File: config.mk
export PLATFORM = sky130hd
export DESIGN_NAME = lkc_ctrl
export DESIGN_NICKNAME = d
export VERILOG_FILES = /design/src/rtl/core/lkc_pkg.sv /design/src/rtl/core/lkc_ctrl.sv
export SDC_FILE = /design/constraint.sdc
export NUM_CORES = 1
export LEC_CHECK = 0
export ABC_CLOCK_PERIOD_IN_PS = 1620
export BUFFER_PORTS_ARGS = -buffer_cell sky130_fd_sc_hd__buf_4
export CELL_PAD_IN_SITES_DETAIL_PLACEMENT = 1
export CELL_PAD_IN_SITES_GLOBAL_PLACEMENT = 2
export CORE_AREA = 2 2 39 41
export CTS_CLUSTER_DIAMETER = 80
export DETAILED_ROUTE_END_ITERATION = 10
export DIE_AREA = 0 0 41 43
export PLACE_DENSITY = 0.53
export SYNTH_ARGS = -nofsm -noshare
export SYNTH_HDL_FRONTEND = slang
export SYNTH_SLANG_ARGS = --single-unit
File: constraint.sdc
create_clock -name clk -period 1.62 [get_ports clk]
set_input_delay 0.081 -clock clk [delete_from_list [all_inputs] [get_ports clk]]
set_output_delay 0.081 -clock clk [all_outputs]
set_load 0.02 [all_outputs]
File: src/rtl/core/lkc_pkg.sv
// ----------------------------------------------------------------------------
// lkc_pkg
// Shared types and constants for the LFU key cache: field widths, command
// codes, controller states and the command/status bundles.
// ----------------------------------------------------------------------------
package lkc_pkg;

  localparam int KEY_W = 32;
  localparam int CNT_W = 16;

  localparam logic CMD_PRELOAD = 1'b0;
  localparam logic CMD_ACCESS  = 1'b1;

  localparam logic [CNT_W-1:0] CNT_MAX = {CNT_W{1'b1}};
  localparam logic [CNT_W-1:0] CNT_ONE = CNT_W'(1);

  typedef enum logic [1:0] {
    ST_IDLE,
    ST_SCAN,
    ST_DRAIN,
    ST_COMMIT
  } lkc_state_t;

  // controller -> datapath
  typedef struct packed {
    logic load;    // latch the request, restart the scan
    logic scan;    // read one slot, advance the address
    logic commit;  // write back the chosen slot, load the result register
  } lkc_cmd_t;

  // datapath -> controller
  typedef struct packed {
    logic scan_last;  // address points at the last slot
    logic out_free;   // result register can take a new result
  } lkc_stat_t;

endpackage

File: src/rtl/core/lkc_ctrl.sv
// ----------------------------------------------------------------------------
// lkc_ctrl
// Sequencer for one request: accept, scan all slots, drain the read
// pipeline, then commit once the result register is free.
// ----------------------------------------------------------------------------
module lkc_ctrl import lkc_pkg::*; (
  input  logic      clk,
  input  logic      rst_n,
  input  logic      in_valid,
  output logic      in_ready,
  input  lkc_stat_t stat,
  output lkc_cmd_t  cmd
);

  lkc_state_t state_r;
  lkc_state_t state_nxt;

  always_ff @(posedge clk) begin
    if (!rst_n) begin
      state_r <= ST_IDLE;
    end else begin
      state_r <= state_nxt;
    end
  end

  always_comb begin
    state_nxt = state_r;
    case (state_r)
      ST_IDLE: begin
        if (in_valid) state_nxt = ST_SCAN;
      end
      ST_SCAN: begin
        if (stat.scan_last) state_nxt = ST_DRAIN;
      end
      ST_DRAIN: begin
        state_nxt = ST_COMMIT;
      end
      ST_COMMIT: begin
        if (stat.out_free) state_nxt = ST_IDLE;
      end
      default: begin
        state_nxt = ST_IDLE;
      end
    endcase
  end

  always_comb begin
    in_ready   = 1'b0;
    cmd.load   = 1'b0;
    cmd.scan   = 1'b0;
    cmd.commit = 1'b0;
    case (state_r)
      ST_IDLE: begin
        in_ready = 1'b1;
        cmd.load = in_valid;
      end
      ST_SCAN: begin
        cmd.scan = 1'b1;
      end
      ST_DRAIN: begin
      end
      ST_COMMIT: begin
        cmd.commit = stat.out_free;
      end
      default: begin
      end
    endcase
  end

endmodule

==> results.json, run 1 <==
{
  "cp.required_ns": 1.77,
  "syn_area_sq_um": 170.2,
  "viasPerCell": 3.604,
  "clk_path_buf_depth": 2,
  "cts_hold_buf": 0,
  "htree_levels": 1,
  "max_slew.worst_pin.slew_ns": 0.2688,
  "grt_pass1_vias": 180,
  "rows": 14,
  "final.setup.tns_ns": 0,
  "hold_violations": 0,
  "pwr-share-seq_pct": 19.9,
  "fin_skew_ns": 0.003617,
  "hold_path_class": "input port to register",
  "wl_per_cell_um": 8.458,
  "largest_reg_flops": 2,
  "cts.sinks": 2,
  "period_needed_ns": 1.425,
  "yosysWarnings": 0,
  "synthDominantCellAreaShare_pct": 29.41,
  "drtIter0Drc": 3,
  "fin_ws_ns": 0.1946,
  "top_regs": "state_r (2)",
  "num_io_pins": 9,
  "ir_drop_mv": 0.4884,
  "p_sw_mw": 0.1948,
  "final_nets": 43,
  "synth_edf_count": 0,
  "grt_overflow": 0,
  "synthFlopType": "dfxtp_1",
  "diodes": 0,
  "outcome": "complete, no violations",
  "synth_cell_types": 10,
  "vias": 173,
  "cap_viol_max_count": 0,
  "syn-instance-count": 20,
  "top_register": "state_r",
  "drive_gt1_share_pct": 43.75,
  "path_max_fanout": 4,
  "core_area_sq_mm": 0.001384,
  "arrival_ns": 1.58,
  "area_delta_synth_final_pct": 64.71,
  "slew_headroom_pct": 82.08,
  "report.final.slew_viol_count": 0,
  "hpwlAfterDp_um": 332.6,
  "dp_slack_ns": 0.1776,
  "critPathCaptureType": "register",
  "ant_nets": 0,
  "drc_errors": 0,
  "clockRootBuffer": "clkbuf_4",
  "drtPass1Iterations": 4,
  "clk_latency_ns": 0.22,
  "grt_use_total_pct": 6.212,
  "post_cts_resized": 0,
  "antenna_found_initial": 0,
  "avgSynthCellArea_sq_um": 8.508,
  "period_share_pct": 87.99,
  "post_cts_buffers": 0,
  "power.density_mw_per_mm2": 1736,
  "critPathKind": "register to register",
  "cts_tree": "done",
  "synth_area_leaders": "ha_1, dfxtp_1, mux2i_1",
  "swShare_pct": 40.03,
  "yosysTopAreaCell": "ha_1",
  "yosysSeqAreaShare_pct": 23.53,
  "timing.fmax_mhz": 701.5,
  "die_h_um": 43,
  "p_int_mw": 0.2918,
  "async_flop_share_pct": 0,
  "numCtsBuffers": 3,
  "die_w_um": 41,
  "clk_pin_slew_ns": 0.03,
  "start_util_pct": 12.30,
  "p_leak_nw": 0.1465,
  "grt_max_degree": 5,
  "gp_congestion": 0.5393,
  "wirelength_um": 406,
  "rsz0062_at_grt": "no",
  "numPortBuffers": 8,
  "die_area_sq_mm": 0.001763,
  "ys_ff_latch": 2,
  "clock_power_share_pct": 22.3,
  "startpoint_type": "register",
  "synthTopCellsByCount": "ha_1, inv_1, nand2_1",
  "setup_viol_count_final": 0,
  "fin_util_pct": 20.25,
  "combinationalPowerShare_pct": 57.8,
  "synth_nets": 29,
  "grt_pass1_wl_um": 690
}
final timing paths:
path,end,from,slack [ns],cells after the start
worst min-delay path,state_r[1],rst_n,0.15,3
worst min register to register,state_r[0],state_r[0],0.50,2
worst max-delay path,state_r[1],state_r[1],0.19,5
worst max register to register,state_r[1],state_r[1],0.19,5
metrics by stage:
stage	hold WS (ns)	instance area, sq um	power, mW	std cells
after detailed placement	0.3778	257.7	0.3832	45
after global routing	0.1478	280.3	0.5374	48
after floorplan	0.2273	170.2	0.2723	20
after CTS	0.1404	280.3	0.5020	48
final	0.1451	280.3	0.4866	48
after global placement	0.3738	257.7	0.3773	45
layer usage:
metal / up-vias / part of all wire, % / GRT usage (%)
met1: 76 / 44 / 6.390
met4: 0 / 0 / 6.000
met3: 0 / 12 / 3.141
met2: 9 / 44 / 8.438
li1: 88 / - / -
met5: - / 0 / 0
power groups by stage:
stage	sequential [mW]	clock (mW)	combinational [mW]
6_report	0.0968	0.109	0.281
5_1_grt	0.102	0.119	0.316
4_1_cts	0.0969	0.117	0.288
3_5_place_dp	0.0976	0	0.286
3_3_place_gp	0.0967	0	0.281
2_1_floorplan	0.0907	0	0.182
critical path, stage by stage, from the launching register on:
cell      delay [ns]
dfxtp_1         0.38
inv_1           0.08
ha_1            0.22
a222oi_1        0.32
buf_4           0.18
mux2i_1         0.17
cell families after synthesis:
| logic type | after synthesis | synth area share [%] |
|---|---|---|
| buf+inv | 5 | 11.76 |
| simple gates | 5 | 14.71 |
| fa+ha+maj | 4 | 29.41 |
| compound gates | 2 | 8.821 |
| mux | 2 | 11.77 |
| flops | 2 | 23.53 |
cell type report:
type	instances	area, sq um
inverter	5	20.02
timing repair buffer	9	67.56
multi-input combinational	13	110.1
clock buffer	3	22.52
fill	172	1104
sequential	2	40.04
tap	16	20.02
cell usage in the layout (no fill, tap or decap):
cell and n:
clkbuf_4 3, nand2_1 3, clkinvlp_2 1, and2_1 1, inv_1 4, a222oi_1 1, ha_1 4, buf_4 9
dfxtp_1 2, mux2i_1 2, o21ai_0 1, and2_2 1
(Power assumes the default switching activity.)
==> run 2, diff against run 1 <==
- CELL_PAD_IN_SITES_DETAIL_PLACEMENT: 1 -> default
- CELL_PAD_IN_SITES_GLOBAL_PLACEMENT: 2 -> default
- PLACE_DENSITY: 0.53 -> 0.36
==> run 2 against run 1 <==
Net effect:
- global-route usage is 1.2 points lower
- worst hold slack improved by 0.011 ns
- die area stayed put
- largest power group unchanged
- critical path depth unchanged
- highest routed layer unchanged
==> results.json, run 2 (synthesis gave the netlist of run 1 again) <==
{
  "grt_use_total_pct": 5.010,
  "period_needed_ns": 1.464,
  "final.setup.tns_ns": 0,
  "critPathKind": "register to register",
  "clk_path_buf_depth": 2,
  "die_area_sq_mm": 0.001763,
  "crit_chain": "inv_1 > ha_1 > a222oi_1 > buf_4 > mux2i_1",
  "crit_family": "flip-flops",
  "hpwlAfterDp_um": 288,
  "grt_max_degree": 5,
  "placed_cell_area_sq_um": 250.2,
  "numPortBuffers": 8,
  "crit_end": "state_r[0]",
  "p_leak_nw": 0.1466,
  "fin_area_sq_um": 280.3,
  "die_h_um": 43,
  "antenna_found_initial": 0,
  "r2r_cells": 5,
  "final_common_cell": "buf_4",
  "rows": 14,
  "gp_congestion": 0.6088,
  "ant_nets": 0,
  "rsz0062_at_grt": "no",
  "drc_errors": 0,
  "numCtsBuffers": 3,
  "multiInputGateArea_sq_um": 110.1,
  "n_fill_cell": 150,
  "report.final.slew_viol_count": 0,
  "cts_hold_buf": 0,
  "htree_levels": 1,
  "slew_headroom_pct": 82.10,
  "cap_viol_max_count": 0,
  "hold_path_class": "input port to register",
  "outcome": "complete, no violations",
  "grt_overflow": 0,
  "cpMaxStageDelayCell": "dfxtp_1",
  "cp-startpoint": "state_r[0]",
  "ir_drop_mv": 0.4240,
  "diodes": 0,
  "rrSetupSlack_ns": 0.16,
  "die_w_um": 41,
  "vias": 166,
  "final_nets": 43,
  "period_share_pct": 90.37,
  "grt_pass1_vias": 158,
  "path_max_fanout": 4,
  "worstReg2RegEnd": "state_r[0]",
  "clockRootBuffer": "clkbuf_4",
  "drtIter0Drc": 2,
  "post_cts_resized": 0,
  "area_delta_synth_final_pct": 64.71,
  "arrival_ns": 1.61,
  "cts_tree": "done",
  "crit_buf_inv": 2,
  "clk_pin_slew_ns": 0.03,
  "top_register": "state_r",
  "grt_pass1_wl_um": 558,
  "register_area_sq_um": 40.04,
  "drive_gt1_share_pct": 43.75,
  "num_io_pins": 9,
  "top_regs": "state_r (2)",
  "crit_path_max_incr_delay_ns": 0.37,
  "power.density_mw_per_mm2": 1740,
  "fin_skew_ns": 0.003459,
  "drtPass1Iterations": 4,
  "startpoint_type": "register",
  "critPathCaptureType": "register",
  "viasPerCell": 3.458,
  "finalPower_mw": 0.4876,
  "cp.required_ns": 1.76,
  "clk_latency_ns": 0.22,
  "max_slew.worst_pin.slew_ns": 0.2685,
  "post_cts_buffers": 0,
  "start_util_pct": 12.30,
  "holdCritStartpoint": "rst_n",
  "wirelength_um": 365,
  "reg2reg_from": "state_r[0]",
  "path_depth": 5,
  "cts.sinks": 2,
  "wl_per_cell_um": 7.604,
  "setup_viol_count_final": 0,
  "final_cell_mix": "buf_4, inv_1, ha_1, nand2_1, clkbuf_4",
  "core_area_sq_mm": 0.001384,
  "timing.fmax_mhz": 683.1,
  "hold_violations": 0,
  "largest_reg_flops": 2
}
-- run 2: cell counts in the layout (fill, tap and decap cells not counted) --
Identical to the previous run, type by type.
-- run 2: per-stage QoR --
| stage | utilization (%) | std cells | worst slack (ns) | hold WS [ns] |
|---|---|---|---|---|
| final | 20.25 | 48 | 0.1561 | 0.1563 |
| after global routing | 20.25 | 48 | 0.06151 | 0.1683 |
| after CTS | 19.71 | 47 | 0.05643 | 0.1468 |
| after detailed placement | 18.08 | 44 | 0.06467 | 0.3822 |
| after global placement | 18.08 | 44 | 0.1228 | 0.3661 |
| after floorplan | - | 20 | 0.1498 | 0.2273 |
-- run 2: worst min path at each step --
stage | cells after the start | slack, ns | to
floorplan | 2 | 0.23 | state_r[1]
global placement | 3 | 0.37 | state_r[1]
finish | 3 | 0.16 | state_r[1]
global route | 3 | 0.17 | state_r[1]
CTS | 3 | 0.15 | state_r[0]
detailed placement | 3 | 0.38 | state_r[0]
-- run 2: power breakdown --
group | switching (mW) | internal (mW) | leakage (nW) | total [mW]
combinational | 0.144 | 0.138 | 0.116 | 0.283
sequential | 0.0234 | 0.0725 | 0.0165 | 0.0958
clock | 0.0274 | 0.0817 | 0.0138 | 0.109
total | 0.195 | 0.292 | 0.147 | 0.488
-- run 2: layout make-up --
cell class              count  share of cell area [%]
clock buffers               3                   8.036
inverters                   5                   7.143
multi-input cells          13                   39.29
flip-flops and latches      2                   14.29
well taps                  16                   7.143
repair buffers              9                   24.11
-- run 2: worst min-delay path: cells and delay by family --
kind,cells,cell delay [ns]
mux,1,0.06
simple gates,1,0.06
buf+inv,1,0.12
-- run 2: per-layer routing --
metal | wire [um] | GRT usage (%) | up-vias | share of wire, %
met1 | 155 | 5.751 | 66 | 42
met5 | 0 | 0 | - | 0
met4 | 0 | 6.000 | 0 | 0
met3 | 65 | 1.571 | 0 | 18
met2 | 144 | 6.250 | 12 | 39
li1 | - | - | 88 | -
==> run 3, diff against run 2 <==
- PLACE_DENSITY: 0.36 -> default
==> run 3 against run 2 <==
Net effect:
- wire length increased by 8.2%
- cell count is the same
- final area unchanged
- worst hold slack got worse by 0.0082 ns
- combinational power about the same
- largest power group unchanged
==> results.json, run 3 (synthesis gave the netlist of run 1 again) <==
{
  "post_cts_buffers": 0,
  "fin_area_sq_um": 280.3,
  "die_area_sq_mm": 0.001763,
  "die_w_um": 41,
  "startpoint_type": "register",
  "wirelength_um": 395,
  "fin_ws_ns": 0.1701,
  "report.final.slew_viol_count": 0,
  "rrSetupSlack_ns": 0.17,
  "rsz0062_at_grt": "no",
  "drc_errors": 0,
  "final_nets": 43,
  "rows": 14,
  "arrival_ns": 1.60,
  "largest_reg_flops": 2,
  "cts.sinks": 2,
  "htree_levels": 1,
  "period_needed_ns": 1.450,
  "final.setup.tns_ns": 0,
  "cts_hold_buf": 0,
  "p_leak_nw": 0.1465,
  "hold_violations": 0,
  "core_area_sq_mm": 0.001384,
  "top_regs": "state_r (2)",
  "clockRootBuffer": "clkbuf_4",
  "num_io_pins": 9,
  "cp.required_ns": 1.77,
  "gp_congestion": 0.5214,
  "max_slew.worst_pin.slew_ns": 0.2774,
  "cap_viol_max_count": 0,
  "grt_pass1_wl_um": 524,
  "grt_pass1_vias": 151,
  "clk_latency_ns": 0.22,
  "clk_pin_slew_ns": 0.03,
  "antenna_found_initial": 0,
  "wl_per_cell_um": 8.229,
  "final_common_cell": "buf_4",
  "vias": 166,
  "n_fill_cell": 158,
  "numCtsBuffers": 3,
  "setup_viol_count_final": 0,
  "ant_nets": 0,
  "placed_cell_area_sq_um": 257.7,
  "grt_overflow": 0,
  "timing.fmax_mhz": 689.7,
  "slew_headroom_pct": 81.51,
  "clk_path_buf_depth": 2,
  "grt_use_total_pct": 5.105,
  "path_max_fanout": 4,
  "post_cts_resized": 0,
  "ir_drop_mv": 0.4440,
  "outcome": "complete, no violations",
  "grt_max_degree": 5,
  "critPathCaptureType": "register",
  "cts_tree": "done",
  "critPathKind": "register to register",
  "drtIter0Drc": 8,
  "hold_path_class": "input port to register",
  "viasPerCell": 3.458,
  "hpwlAfterDp_um": 304.5,
  "diodes": 0,
  "power.density_mw_per_mm2": 1740,
  "numPortBuffers": 8,
  "area_delta_synth_final_pct": 64.71,
  "start_util_pct": 12.30,
  "die_h_um": 43,
  "drtPass1Iterations": 4,
  "dp_slack_ns": 0.1551,
  "fin_skew_ns": 0.001040,
  "final_cell_mix": "buf_4, inv_1, ha_1, nand2_1, clkbuf_4",
  "top_register": "state_r",
  "drive_gt1_share_pct": 43.75,
  "period_share_pct": 89.50
}
-- run 3: cell counts in the layout (fill, tap and decap cells not counted) --
Identical to the previous run, type by type.
-- run 3: metrics by stage --
stage	hold slack, ns	utilization [%]	std cells	total power [mW]
2_1_floorplan	0.2273	-	20	0.2723
3_3_place_gp	0.3809	18.63	45	0.3758
3_5_place_dp	0.3834	18.63	45	0.3812
4_1_cts	0.1402	20.25	48	0.5012
5_1_grt	0.1662	20.25	48	0.5282
6_report	0.1481	20.25	48	0.4878
-- run 3: routing by layer --
layer	wire length [um]	track usage [%]
met3	57	1.571
met2	165	5.938
met4	0	8.000
met5	0	0
met1	172	5.414
-- run 3: worst max-delay path: stages (launching register included) --
cell and delay (ns):
dfxtp_1 0.37, inv_1 0.08, ha_1 0.24, a222oi_1 0.33, buf_4 0.18, mux2i_1 0.18
-- run 3: final cells by class --
cell class	count	area, sq um	share of cell area, %
clock buffers	3	22.52	8.036
inverters	5	20.02	7.143
multi-input cells	13	110.1	39.29
flip-flops and latches	2	40.04	14.29
well taps	16	20.02	7.143
repair buffers	9	67.56	24.11
-- run 3: worst paths after layout --
check / cells after the start / endpoint / from
min reg2reg: 2 / state_r[1] / state_r[1]
min: 3 / state_r[1] / rst_n
max: 5 / state_r[0] / state_r[0]
max reg2reg: 5 / state_r[0] / state_r[0]
-- run 3: report_power, final --
part | internal (mW) | switching [mW]
sequential | 0.0725 | 0.0229
clock | 0.0818 | 0.0287
combinational | 0.138 | 0.144
