--- src/rtl/core/lkc_pkg.sv ---
// ----------------------------------------------------------------------------
// lkc_pkg
// Shared types and constants for the LFU key cache: field widths, command
// codes, controller states and the command/status bundles.
// ----------------------------------------------------------------------------
package lkc_pkg;

  localparam int KEY_W = 32;
  localparam int CNT_W = 16;

  localparam logic CMD_PRELOAD = 1'b0;
  localparam logic CMD_ACCESS  = 1'b1;

  localparam logic [CNT_W-1:0] CNT_MAX = {CNT_W{1'b1}};
  localparam logic [CNT_W-1:0] CNT_ONE = CNT_W'(1);

  typedef enum logic [1:0] {
    ST_IDLE,
    ST_SCAN,
    ST_DRAIN,
    ST_COMMIT
  } lkc_state_t;

  // controller -> datapath
  typedef struct packed {
    logic load;    // latch the request, restart the scan
    logic scan;    // read one slot, advance the address
    logic commit;  // write back the chosen slot, load the result register
  } lkc_cmd_t;

  // datapath -> controller
  typedef struct packed {
    logic scan_last;  // address points at the last slot
    logic out_free;   // result register can take a new result
  } lkc_stat_t;

endpackage

--- src/rtl/core/lkc_dp.sv ---
// ----------------------------------------------------------------------------
// lkc_dp
// Slot storage, scan trackers (match, first free slot, eviction victim),
// write-back decision and the result register.
// ----------------------------------------------------------------------------
module lkc_dp import lkc_pkg::*; #(
  parameter int ENTRIES = 10
) (
  input  logic             clk,
  input  logic             rst_n,
  input  lkc_cmd_t         cmd,
  output lkc_stat_t        stat,
  input  logic             in_command,
  input  logic [KEY_W-1:0] in_key,
  input  logic [CNT_W-1:0] in_preload_count,
  output logic             out_valid,
  input  logic             out_ready,
  output logic             out_hit,
  output logic [CNT_W-1:0] out_count_after,
  output logic             out_rejected,
  output logic             out_evicted,
  output logic [KEY_W-1:0] out_evicted_key,
  output logic [CNT_W-1:0] out_evicted_count
);

  localparam int AW = (ENTRIES > 1) ? $clog2(ENTRIES) : 1;
  localparam logic [AW-1:0] LAST_IDX = AW'(ENTRIES - 1);

  // slot storage
  logic [KEY_W-1:0]   key_mem [ENTRIES];
  logic [CNT_W-1:0]   cnt_mem [ENTRIES];
  logic [ENTRIES-1:0] slot_vld_r;

  // latched request
  logic             cmd_r;
  logic [KEY_W-1:0] key_r;
  logic [CNT_W-1:0] pc_r;

  // scan address and read stage
  logic [AW-1:0]    addr_r;
  logic             rd_vld_r;
  logic [AW-1:0]    rd_idx_r;
  logic             rd_slot_vld_r;
  logic [KEY_W-1:0] rd_key_r;
  logic [CNT_W-1:0] rd_cnt_r;

  // trackers
  logic             match_r;
  logic [AW-1:0]    match_idx_r;
  logic [CNT_W-1:0] match_cnt_r;
  logic             free_found_r;
  logic [AW-1:0]    free_idx_r;
  logic             best_found_r;
  logic [AW-1:0]    best_idx_r;
  logic [KEY_W-1:0] best_key_r;
  logic [CNT_W-1:0] best_cnt_r;

  // result register
  logic             out_valid_r;
  logic             out_hit_r;
  logic [CNT_W-1:0] out_cnt_r;
  logic             out_rej_r;
  logic             out_ev_r;
  logic [KEY_W-1:0] out_evk_r;
  logic [CNT_W-1:0] out_evc_r;

  // commit decision
  logic             wr_en;
  logic [AW-1:0]    wr_idx;
  logic [CNT_W-1:0] wr_cnt;
  logic             res_hit;
  logic [CNT_W-1:0] res_cnt;
  logic             res_rej;
  logic             res_ev;
  logic [KEY_W-1:0] res_evk;
  logic [CNT_W-1:0] res_evc;

  logic cand_match;
  logic cand_better;

  assign stat.scan_last = (addr_r == LAST_IDX);
  assign stat.out_free  = !out_valid_r || out_ready;

  // latch request on acceptance
  always_ff @(posedge clk) begin
    if (cmd.load) begin
      cmd_r <= in_command;
      key_r <= in_key;
      pc_r  <= in_preload_count;
    end
  end

  // scan address
  always_ff @(posedge clk) begin
    if (!rst_n) begin
      addr_r <= '0;
    end else if (cmd.load) begin
      addr_r <= '0;
    end else if (cmd.scan && !stat.scan_last) begin
      addr_r <= addr_r + AW'(1);
    end
  end

  // read stage: one slot per cycle
  always_ff @(posedge clk) begin
    if (!rst_n) begin
      rd_vld_r <= 1'b0;
    end else begin
      rd_vld_r <= cmd.scan;
    end
  end

  always_ff @(posedge clk) begin
    if (cmd.scan) begin
      rd_key_r      <= key_mem[addr_r];
      rd_cnt_r      <= cnt_mem[addr_r];
      rd_slot_vld_r <= slot_vld_r[addr_r];
      rd_idx_r      <= addr_r;
    end
  end

  assign cand_match  = rd_slot_vld_r && (rd_key_r == key_r);
  assign cand_better = !best_found_r || (rd_cnt_r < best_cnt_r) ||
                       ((rd_cnt_r == best_cnt_r) && (rd_key_r < best_key_r));

  // tracker flags
  always_ff @(posedge clk) begin
    if (!rst_n) begin
      match_r      <= 1'b0;
      free_found_r <= 1'b0;
      best_found_r <= 1'b0;
    end else if (cmd.load) begin
      match_r      <= 1'b0;
      free_found_r <= 1'b0;
      best_found_r <= 1'b0;
    end else if (rd_vld_r) begin
      if (cand_match) match_r <= 1'b1;
      if (!rd_slot_vld_r) free_found_r <= 1'b1;
      if (rd_slot_vld_r) best_found_r <= 1'b1;
    end
  end

  // tracker payload
  always_ff @(posedge clk) begin
    if (rd_vld_r) begin
      if (cand_match && !match_r) begin
        match_idx_r <= rd_idx_r;
        match_cnt_r <= rd_cnt_r;
      end
      if (!rd_slot_vld_r && !free_found_r) begin
        free_idx_r <= rd_idx_r;
      end
      if (rd_slot_vld_r && cand_better) begin
        best_idx_r <= rd_idx_r;
        best_key_r <= rd_key_r;
        best_cnt_r <= rd_cnt_r;
      end
    end
  end

  // decide the write-back and the result
  always_comb begin
    wr_en   = 1'b0;
    wr_idx  = match_idx_r;
    wr_cnt  = pc_r;
    res_hit = 1'b0;
    res_rej = 1'b0;
    res_ev  = 1'b0;
    res_evk = '0;
    res_evc = '0;
    if (match_r) begin
      res_hit = 1'b1;
      wr_en   = 1'b1;
      if (cmd_r == CMD_ACCESS) begin
        wr_cnt = (match_cnt_r == CNT_MAX) ? CNT_MAX : match_cnt_r + CNT_ONE;
      end
    end else if (cmd_r == CMD_PRELOAD) begin
      if (free_found_r) begin
        wr_en  = 1'b1;
        wr_idx = free_idx_r;
      end else begin
        res_rej = 1'b1;
      end
    end else begin
      wr_en  = 1'b1;
      wr_cnt = CNT_ONE;
      if (free_found_r) begin
        wr_idx = free_idx_r;
      end else begin
        // table full: replace the least used slot
        wr_idx  = best_idx_r;
        res_ev  = 1'b1;
        res_evk = best_key_r;
        res_evc = best_cnt_r;
      end
    end
    res_cnt = res_rej ? '0 : wr_cnt;
  end

  // slot write-back
  always_ff @(posedge clk) begin
    if (cmd.commit && wr_en) begin
      key_mem[wr_idx] <= key_r;
      cnt_mem[wr_idx] <= wr_cnt;
    end
  end

  always_ff @(posedge clk) begin
    if (!rst_n) begin
      slot_vld_r <= '0;
    end else if (cmd.commit && wr_en) begin
      slot_vld_r[wr_idx] <= 1'b1;
    end
  end

  // result register
  always_ff @(posedge clk) begin
    if (!rst_n) begin
      out_valid_r <= 1'b0;
    end else if (cmd.commit) begin
      out_valid_r <= 1'b1;
    end else if (out_ready) begin
      out_valid_r <= 1'b0;
    end
  end

  always_ff @(posedge clk) begin
    if (cmd.commit) begin
      out_hit_r <= res_hit;
      out_cnt_r <= res_cnt;
      out_rej_r <= res_rej;
      out_ev_r  <= res_ev;
      out_evk_r <= res_evk;
      out_evc_r <= res_evc;
    end
  end

  assign out_valid         = out_valid_r;
  assign out_hit           = out_hit_r;
  assign out_count_after   = out_cnt_r;
  assign out_rejected      = out_rej_r;
  assign out_evicted       = out_ev_r;
  assign out_evicted_key   = out_evk_r;
  assign out_evicted_count = out_evc_r;

`ifndef ASSERT_OFF
  a_drained_at_commit: assert property (@(posedge clk) disable iff (!rst_n)
    cmd.commit |-> !rd_vld_r && !cmd.scan)
    else $error("commit while slot reads are still in flight");

  a_no_result_overwrite: assert property (@(posedge clk) disable iff (!rst_n)
    cmd.commit |-> !out_valid_r || out_ready)
    else $error("result register overwritten before it was taken");

  a_full_when_no_free: assert property (@(posedge clk) disable iff (!rst_n)
    cmd.commit && !match_r && !free_found_r |-> &slot_vld_r)
    else $error("scan found no free slot but the table is not full");

  a_evict_only_full: assert property (@(posedge clk) disable iff (!rst_n)
    out_valid_r && out_ev_r |-> &slot_vld_r)
    else $error("eviction reported with free slots left");
`endif

endmodule

--- config.mk ---
export PLATFORM = sky130hd
export DESIGN_NAME = lkc_dp
export DESIGN_NICKNAME = d
export VERILOG_FILES = /design/src/rtl/core/lkc_pkg.sv /design/src/rtl/core/lkc_dp.sv
export SDC_FILE = /design/constraint.sdc
export NUM_CORES = 1
export LEC_CHECK = 0
export BUFFER_PORTS_ARGS = -buffer_cell sky130_fd_sc_hd__buf_4
export CORE_UTILIZATION = 42
export CTS_CLUSTER_SIZE = 28
export DETAILED_ROUTE_END_ITERATION = 10
export GPL_TIMING_DRIVEN = 0
export PLACE_DENSITY = 0.69
export SLEW_MARGIN = 10
export SYNTH_ARGS = -nofsm -noshare
export SYNTH_HDL_FRONTEND = slang
export SYNTH_SLANG_ARGS = --single-unit
--- constraint.sdc ---
create_clock -name clk -period 5 [get_ports clk]
set_clock_uncertainty 0.05 [all_clocks]
set_input_delay 0.5 -clock clk [delete_from_list [all_inputs] [get_ports clk]]
set_output_delay 0.5 -clock clk [all_outputs]
set_load 0.05 [all_outputs]
==> impl_metrics.py, run 1 <==
metrics = {
    "outcome": {
        "status": "complete, no violations",
    },
    "drt": {
        "vias": 15000,
        "wl_per_cell_um": 23.4,
        "detail-route-antenna-nets": 0,
        "wirelength_mm": 64.6,
        "drt-vias-per-instance": 5.44,
        "drt_first_pass_iters": 5,
        "drt_iter0_markers": 1126,
        "route.detailed.drc": 0,
    },
    "critical_path": {
        "critPathSlowestCell": "nor2_4",
        "path_common_cell": "buf_16",
        "critPathLaunchType": "flip-flop",
        "criticalPathCategory": "reg2reg",
        "rr_worst_depth": 7,
        "cp_cell_sequence": "or3_1 -> clkbuf_1 -> inv_1 -> or4_4 -> nor2_4 -> buf_16 -> buf_16",
        "path_delay_family": "simple AND/OR/NAND/NOR gates",
        "cp_data_arrival_time_ns": 3.62,
        "path_depth": 7,
        "cp_max_fo": 21,
        "path_buf_inv": 4,
        "slowest_delay_ns": 0.72,
        "critPathCaptureType": "flip-flop",
        "worstPathRequired_ns": 5.26,
    },
    "final_layout": {
        "final_common_cell": "edfxtp_1",
        "diodes": 0,
        "area_growth_pct": 19.0,
        "fin_nets": 1927,
        "drive_gt1_share_pct": 21.3,
        "fill_cells": 5471,
        "layout_common_cells": "725 x edfxtp_1, 127 x buf_4, 98 x mux4_2",
    },
    "clock_network": {
        "clk_pin_slew_worst_paths_ns": 0.06,
        "cts_tree": "built",
        "cts_root_buffer": "clkbuf_16",
        "clkLatencyLatePin_ns": 0.63,
        "numClockSinks": 744,
        "post-cts-setup-buffers": 0,
        "cts_buffer_depth": 3,
        "hold_buffers": 40,
        "cts_inserted_buffers": 74,
        "htreeDepth": 3,
        "ctsResizeCount": 0,
    },
    "synth": {
        "synth.yosys.seq_area_share_pct": 76.3,
        "yosys_warnings": 0,
        "netlist_instances": 1557,
        "synth_compound_area_share_pct": 4.13,
        "muxShareOfSynthArea_pct": 9.36,
        "async_flop_share_pct": 0,
        "ys_ff_latch": 744,
        "synth_top_area_cell": "edfxtp_1",
        "synth_nets": 1662,
        "synth_area_leaders": "edfxtp_1 75%, mux4_2 7.6%, ha_1 2.2%, mux2i_1 1.8%, a211oi_1 1.3%",
        "synth_top_cell_area_share_pct": 75.0,
        "synth_edf_count": 725,
        "synth_cell_types": 49,
        "synthSimpleGateAreaFrac_pct": 4.96,
        "syn_area_per_cell_um2": 18.7,
        "synth_ff_type": "edfxtp_1",
        "netlist_area_um2": 29000,
        "synth_xor_area_share_pct": 1.30,
        "synthAdderAreaFrac_pct": 2.15,
        "synth_top_family_by_area": "multiplexers",
    },
    "placed_design": {
        "gp_congestion": 0.854,
        "dpl.hpwl_mm": 43.7,
        "portBuffers": 124,
    },
    "power_and_ir_drop": {
        "p_total_mw": 13.5,
        "p_per_area_nw_per_um2": 391,
        "peakVddDrop_v": 0.000277,
        "p_leak_nw": 11.7,
    },
    "sta": {
        "rsz0062_at_grt": "false",
        "fin_tns_setup_ns": 0,
        "relSlewSlack_pct": 14.4,
        "fin_crit_ns": 3.36,
        "timing.final.crit_share_pct": 67.1,
        "worst_pin_slew_ns": 1.27,
        "fmax_mhz": 298,
        "slew_viol_final": 0,
        "setup_violations": 0,
        "hold_viol_final": 0,
    },
    "grt": {
        "grt_start_max_net_pins": 69,
        "grt_pass1_vias": 15700,
        "antenna_found_initial": 0,
        "grt_pass1_wl_mm": 96.6,
        "overflow": 0,
        "grt_use_total_pct": 18.6,
    },
    "job": {
        "maxCapViolations": 0,
    },
    "floorplanning": {
        "start_util_pct": 42.4,
        "die_x_um": 265,
        "dieHeight_um": 265,
        "num_rows": 96,
        "dieArea_um2": 70200,
        "coreArea_um2": 68500,
        "io_pins": 125,
    },
    "min_path": {
        "min_path_cells": 1,
        "hp-class": "in2reg",
    },
}
stage by stage:
stage	cells	area, um2	hold WS, ns	utilization [%]	setup slack, ns
2_1_floorplan	1557	29000	0.356	-	0.570
5_1_grt	2765	34600	0.0157	50.5	1.51
3_3_place_gp	2563	31100	0.357	45.4	-1.52
3_5_place_dp	2588	31700	0.360	46.3	1.12
4_1_cts	2765	34600	0.00292	50.5	1.59
6_report	2765	34600	0.0250	50.5	1.64
synth_stat cells, types with 3 or more instances:
library cell,instances
nor2_2,4
mux2i_1,51
xor2_1,10
clkbuf_1,45
mux4_2,98
nor4_1,3
and3_1,48
a31oi_1,5
and4_1,4
xnor2_1,33
and2_1,11
a211oi_1,52
o211ai_1,4
buf_6,3
nor2b_1,51
nand4_1,20
buf_1,4
edfxtp_1,725
nand3_1,10
dfxtp_1,19
nand3b_1,6
buf_2,16
nor2_1,26
inv_1,58
a21oi_1,75
nand2b_1,17
o21ai_0,29
a221oi_1,3
nand2_1,31
o21a_1,11
nor3_1,10
ha_1,50
or3_1,3
a221o_1,3
area by class of cell:
cell class / count / area [um2] / share of cell area [%]
Sequential cell: 744 / 22200 / 64.1
Inverter: 58 / 218 / 0.630
Buffer: 70 / 313 / 0.905
Timing Repair Buffer: 189 / 1900 / 5.51
Multi-Input combinational cell: 685 / 6440 / 18.6
Clock inverter: 49 / 519 / 1.50
Clock buffer: 88 / 1910 / 5.54
Tap cell: 882 / 1100 / 3.19
cell families (layout without fill, tap and decap cells):
family                     after synthesis  in the layout
AOI/OAI and AO/OA                      193            193
DFF                                    744            744
buffers and inverters                  128            454
xor gates and xnor gates                43             43
adders and majority gates               50             50
and+or+nand+nor                        250            250
muxes                                  149            149
where the power goes:
group / switching, mW / internal, mW / total, mW
clock network: 2.33 / 3.23 / 5.57
logic: 0.477 / 0.302 / 0.778
registers: 0.126 / 7.06 / 7.18
total: 2.93 / 10.6 / 13.5
path summary, 6_finish.rpt:
path	start	end	slack, ns
worst max-delay path	cmd_r	key_mem[7][2]	1.64
worst min-delay path	in_key[1]	key_r[1]	0.02
worst max register to register	cmd_r	key_mem[7][2]	1.64
worst min register to register	addr_r[3]	rd_idx_r[3]	0.38
flip-flops by register name, indices dropped and copies added, names as in the netlist, 32 cells and up:
name             count
out_evicted_key     32
key_mem            320
rd_key_r            32
key_r               32
cnt_mem            160
best_key_r          32
layer usage:
metal | part of all wire [%] | global-route usage [%]
met3 | 6.7 | 3.15
met1 | 40 | 24.0
met4 | 3.2 | 7.30
met2 | 50 | 31.5
met5 | 0 | 0
Power figures use the tool's default switching activity.
==> run 2: changes to the inputs <==
- PLACE_DENSITY: 0.69 -> 0.71
- clock period: 5 -> 3 ns (I/O delays scaled with it)
==> impl_metrics.py, run 2 (same netlist as run 1, synthesis figures left out) <==
metrics = {
    "critical_path": {
        "cp_data_arrival_time_ns": 3.20,
        "r2r_slack_ns": 0.03,
        "critPathLaunchType": "flip-flop",
        "r2r-end": "key_mem[3][15]",
        "rr_worst_depth": 7,
        "critPathCaptureType": "flip-flop",
        "startpoint": "cmd_r",
        "critPathCapture": "key_mem[3][15]",
        "cp_max_fo": 22,
        "worstPathRequired_ns": 3.24,
        "r2r-start": "cmd_r",
        "criticalPathCategory": "reg2reg",
    },
    "sta": {
        "fin_tns_setup_ns": 0,
        "worst_pin_slew_ns": 1.19,
        "fmax_mhz": 337,
        "relSlewSlack_pct": 19.6,
        "hold_viol_final": 0,
        "slew_viol_final": 0,
        "timing.final.crit_share_pct": 98.9,
        "fin_crit_ns": 2.97,
        "setup_violations": 0,
    },
    "clock_network": {
        "clkLatencyLatePin_ns": 0.61,
        "cts_buffer_depth": 3,
        "clk_pin_slew_worst_paths_ns": 0.06,
        "htreeDepth": 3,
        "cts_inserted_buffers": 74,
        "cts_root_buffer": "clkbuf_16",
        "numClockSinks": 744,
        "cts_tree": "built",
    },
    "floorplanning": {
        "coreArea_um2": 68500,
        "die_x_um": 265,
        "io_pins": 125,
        "dieHeight_um": 265,
        "num_rows": 96,
        "start_util_pct": 42.4,
        "dieArea_um2": 70200,
    },
    "placed_design": {
        "dpl.hpwl_mm": 43.2,
        "placed_cell_area_um2": 31700,
        "portBuffers": 124,
        "gp_congestion": 0.831,
    },
    "grt": {
        "antenna_found_initial": 2,
        "grt_pass1_wl_mm": 98.0,
        "grt_use_total_pct": 19.0,
        "grt_start_max_net_pins": 69,
        "grt_pass1_vias": 15800,
        "overflow": 0,
    },
    "outcome": {
        "status": "complete, no violations",
    },
    "final_layout": {
        "reg.largest.list": "key_mem x320, cnt_mem x160",
        "top_register": "key_mem",
        "largest_reg_flops": 320,
        "layout_common_cells": "725 x edfxtp_1, 136 x buf_4, 98 x mux4_2",
        "fill_cells": 5359,
        "area_growth_pct": 19.8,
        "multi_input_area_um2": 6460,
        "seqCellArea_um2": 22200,
        "fin_nets": 1952,
        "design_area_um2": 34800,
        "drive_gt1_share_pct": 21.5,
        "final_common_cell": "edfxtp_1",
    },
    "drt": {
        "wl_per_cell_um": 23.9,
        "route.detailed.drc": 0,
        "drt-vias-per-instance": 5.53,
        "drt_iter0_markers": 1747,
        "vias": 15400,
        "drt_first_pass_iters": 6,
        "wirelength_mm": 66.5,
        "detail-route-antenna-nets": 0,
    },
    "min_path": {
        "holdCritStartpoint": "cmd[2]",
        "hp-class": "in2reg",
    },
    "power_and_ir_drop": {
        "peakVddDrop_v": 0.000332,
        "p_leak_nw": 11.8,
        "p_per_area_nw_per_um2": 643,
    },
    "job": {
        "maxCapViolations": 0,
    },
}
[run 2: cell count changes in the layout (fill, tap and decap cells not counted), moves of 4 or more]
| cell | previous run | this run |
|---|---|---|
| buf_12 | 11 | 20 |
| clkbuf_16 | 74 | 78 |
| dlygate4sd3_1 | 40 | 51 |
| inv_6 | 4 | 0 |
| clkinv_2 | 21 | 7 |
| clkinv_1 | 8 | 20 |
| buf_4 | 127 | 136 |
| clkbuf_1 | 58 | 53 |
[run 2: report_power, final]
part | total (mW) | switching [mW] | internal (mW)
logic | 1.33 | 0.809 | 0.519
registers | 12.0 | 0.214 | 11.8
clock network | 9.06 | 3.78 | 5.29
[run 2: worst min path at each step]
stage                    to  slack, ns  depth (start not counted)
3_3_place_gp    rd_idx_r[3]       0.36                          0
2_1_floorplan         cmd_r       0.35                          0
3_5_place_dp    rd_idx_r[3]       0.36                          0
6_report          key_r[20]       0.29                          1
4_1_cts        rd_key_r[26]       0.30                          1
5_1_grt           key_r[20]       0.31                          1
[run 2: layout make-up]
cell class	instances	area share, %
antenna	1	0.00719
clock buffer	90	5.80
buffer	69	0.903
multi-input combinational	685	18.6
tap	882	3.17
timing repair buffer	215	6.26
inverter	58	0.626
sequential	744	63.7
clock inverter	39	1.00
[run 2: worst max-delay path: stages (launching register included)]
cell and delay, ns:
edfxtp_1 0.54, or3_1 0.47, inv_1 0.15, buf_4 0.23, nor2_1 0.15, nand3b_1 0.38, nor2_4 0.43, buf_12 0.26
[run 2: layer usage]
metal	track usage, %	vias up	share of wire (%)
met2	32.3	655	50
li1	-	6780	-
met5	0	-	0.012
met1	24.2	7818	39
met4	7.78	2	3.3
met3	3.14	141	7.3
[run 2: per-stage QoR]
| stage | hold WS, ns | worst slack [ns] | std cells | total power, mW | utilization (%) |
|---|---|---|---|---|---|
| finish | 0.292 | 0.0343 | 2783 | 22.4 | 50.8 |
| global route | 0.309 | -0.00123 | 2782 | 23.0 | 50.8 |
| CTS | 0.296 | 0.0196 | 2782 | 22.5 | 50.8 |
| detailed placement | 0.362 | -0.586 | 2587 | 13.5 | 46.3 |
| global placement | 0.359 | -3.33 | 2563 | 13.4 | 45.4 |
| floorplan | 0.349 | -0.741 | 1557 | 12.9 | - |
[run 2: timing repair]
action                                  in CTS  in global routing
resized for setup                            3                  8
cloned                                       0                  0
endpoints found under the setup margin     262                 83
hold buffers                                51                  0
pin swaps                                    8                  0
buffers inserted                            16                  0
hold endpoints to repair                    51                  0
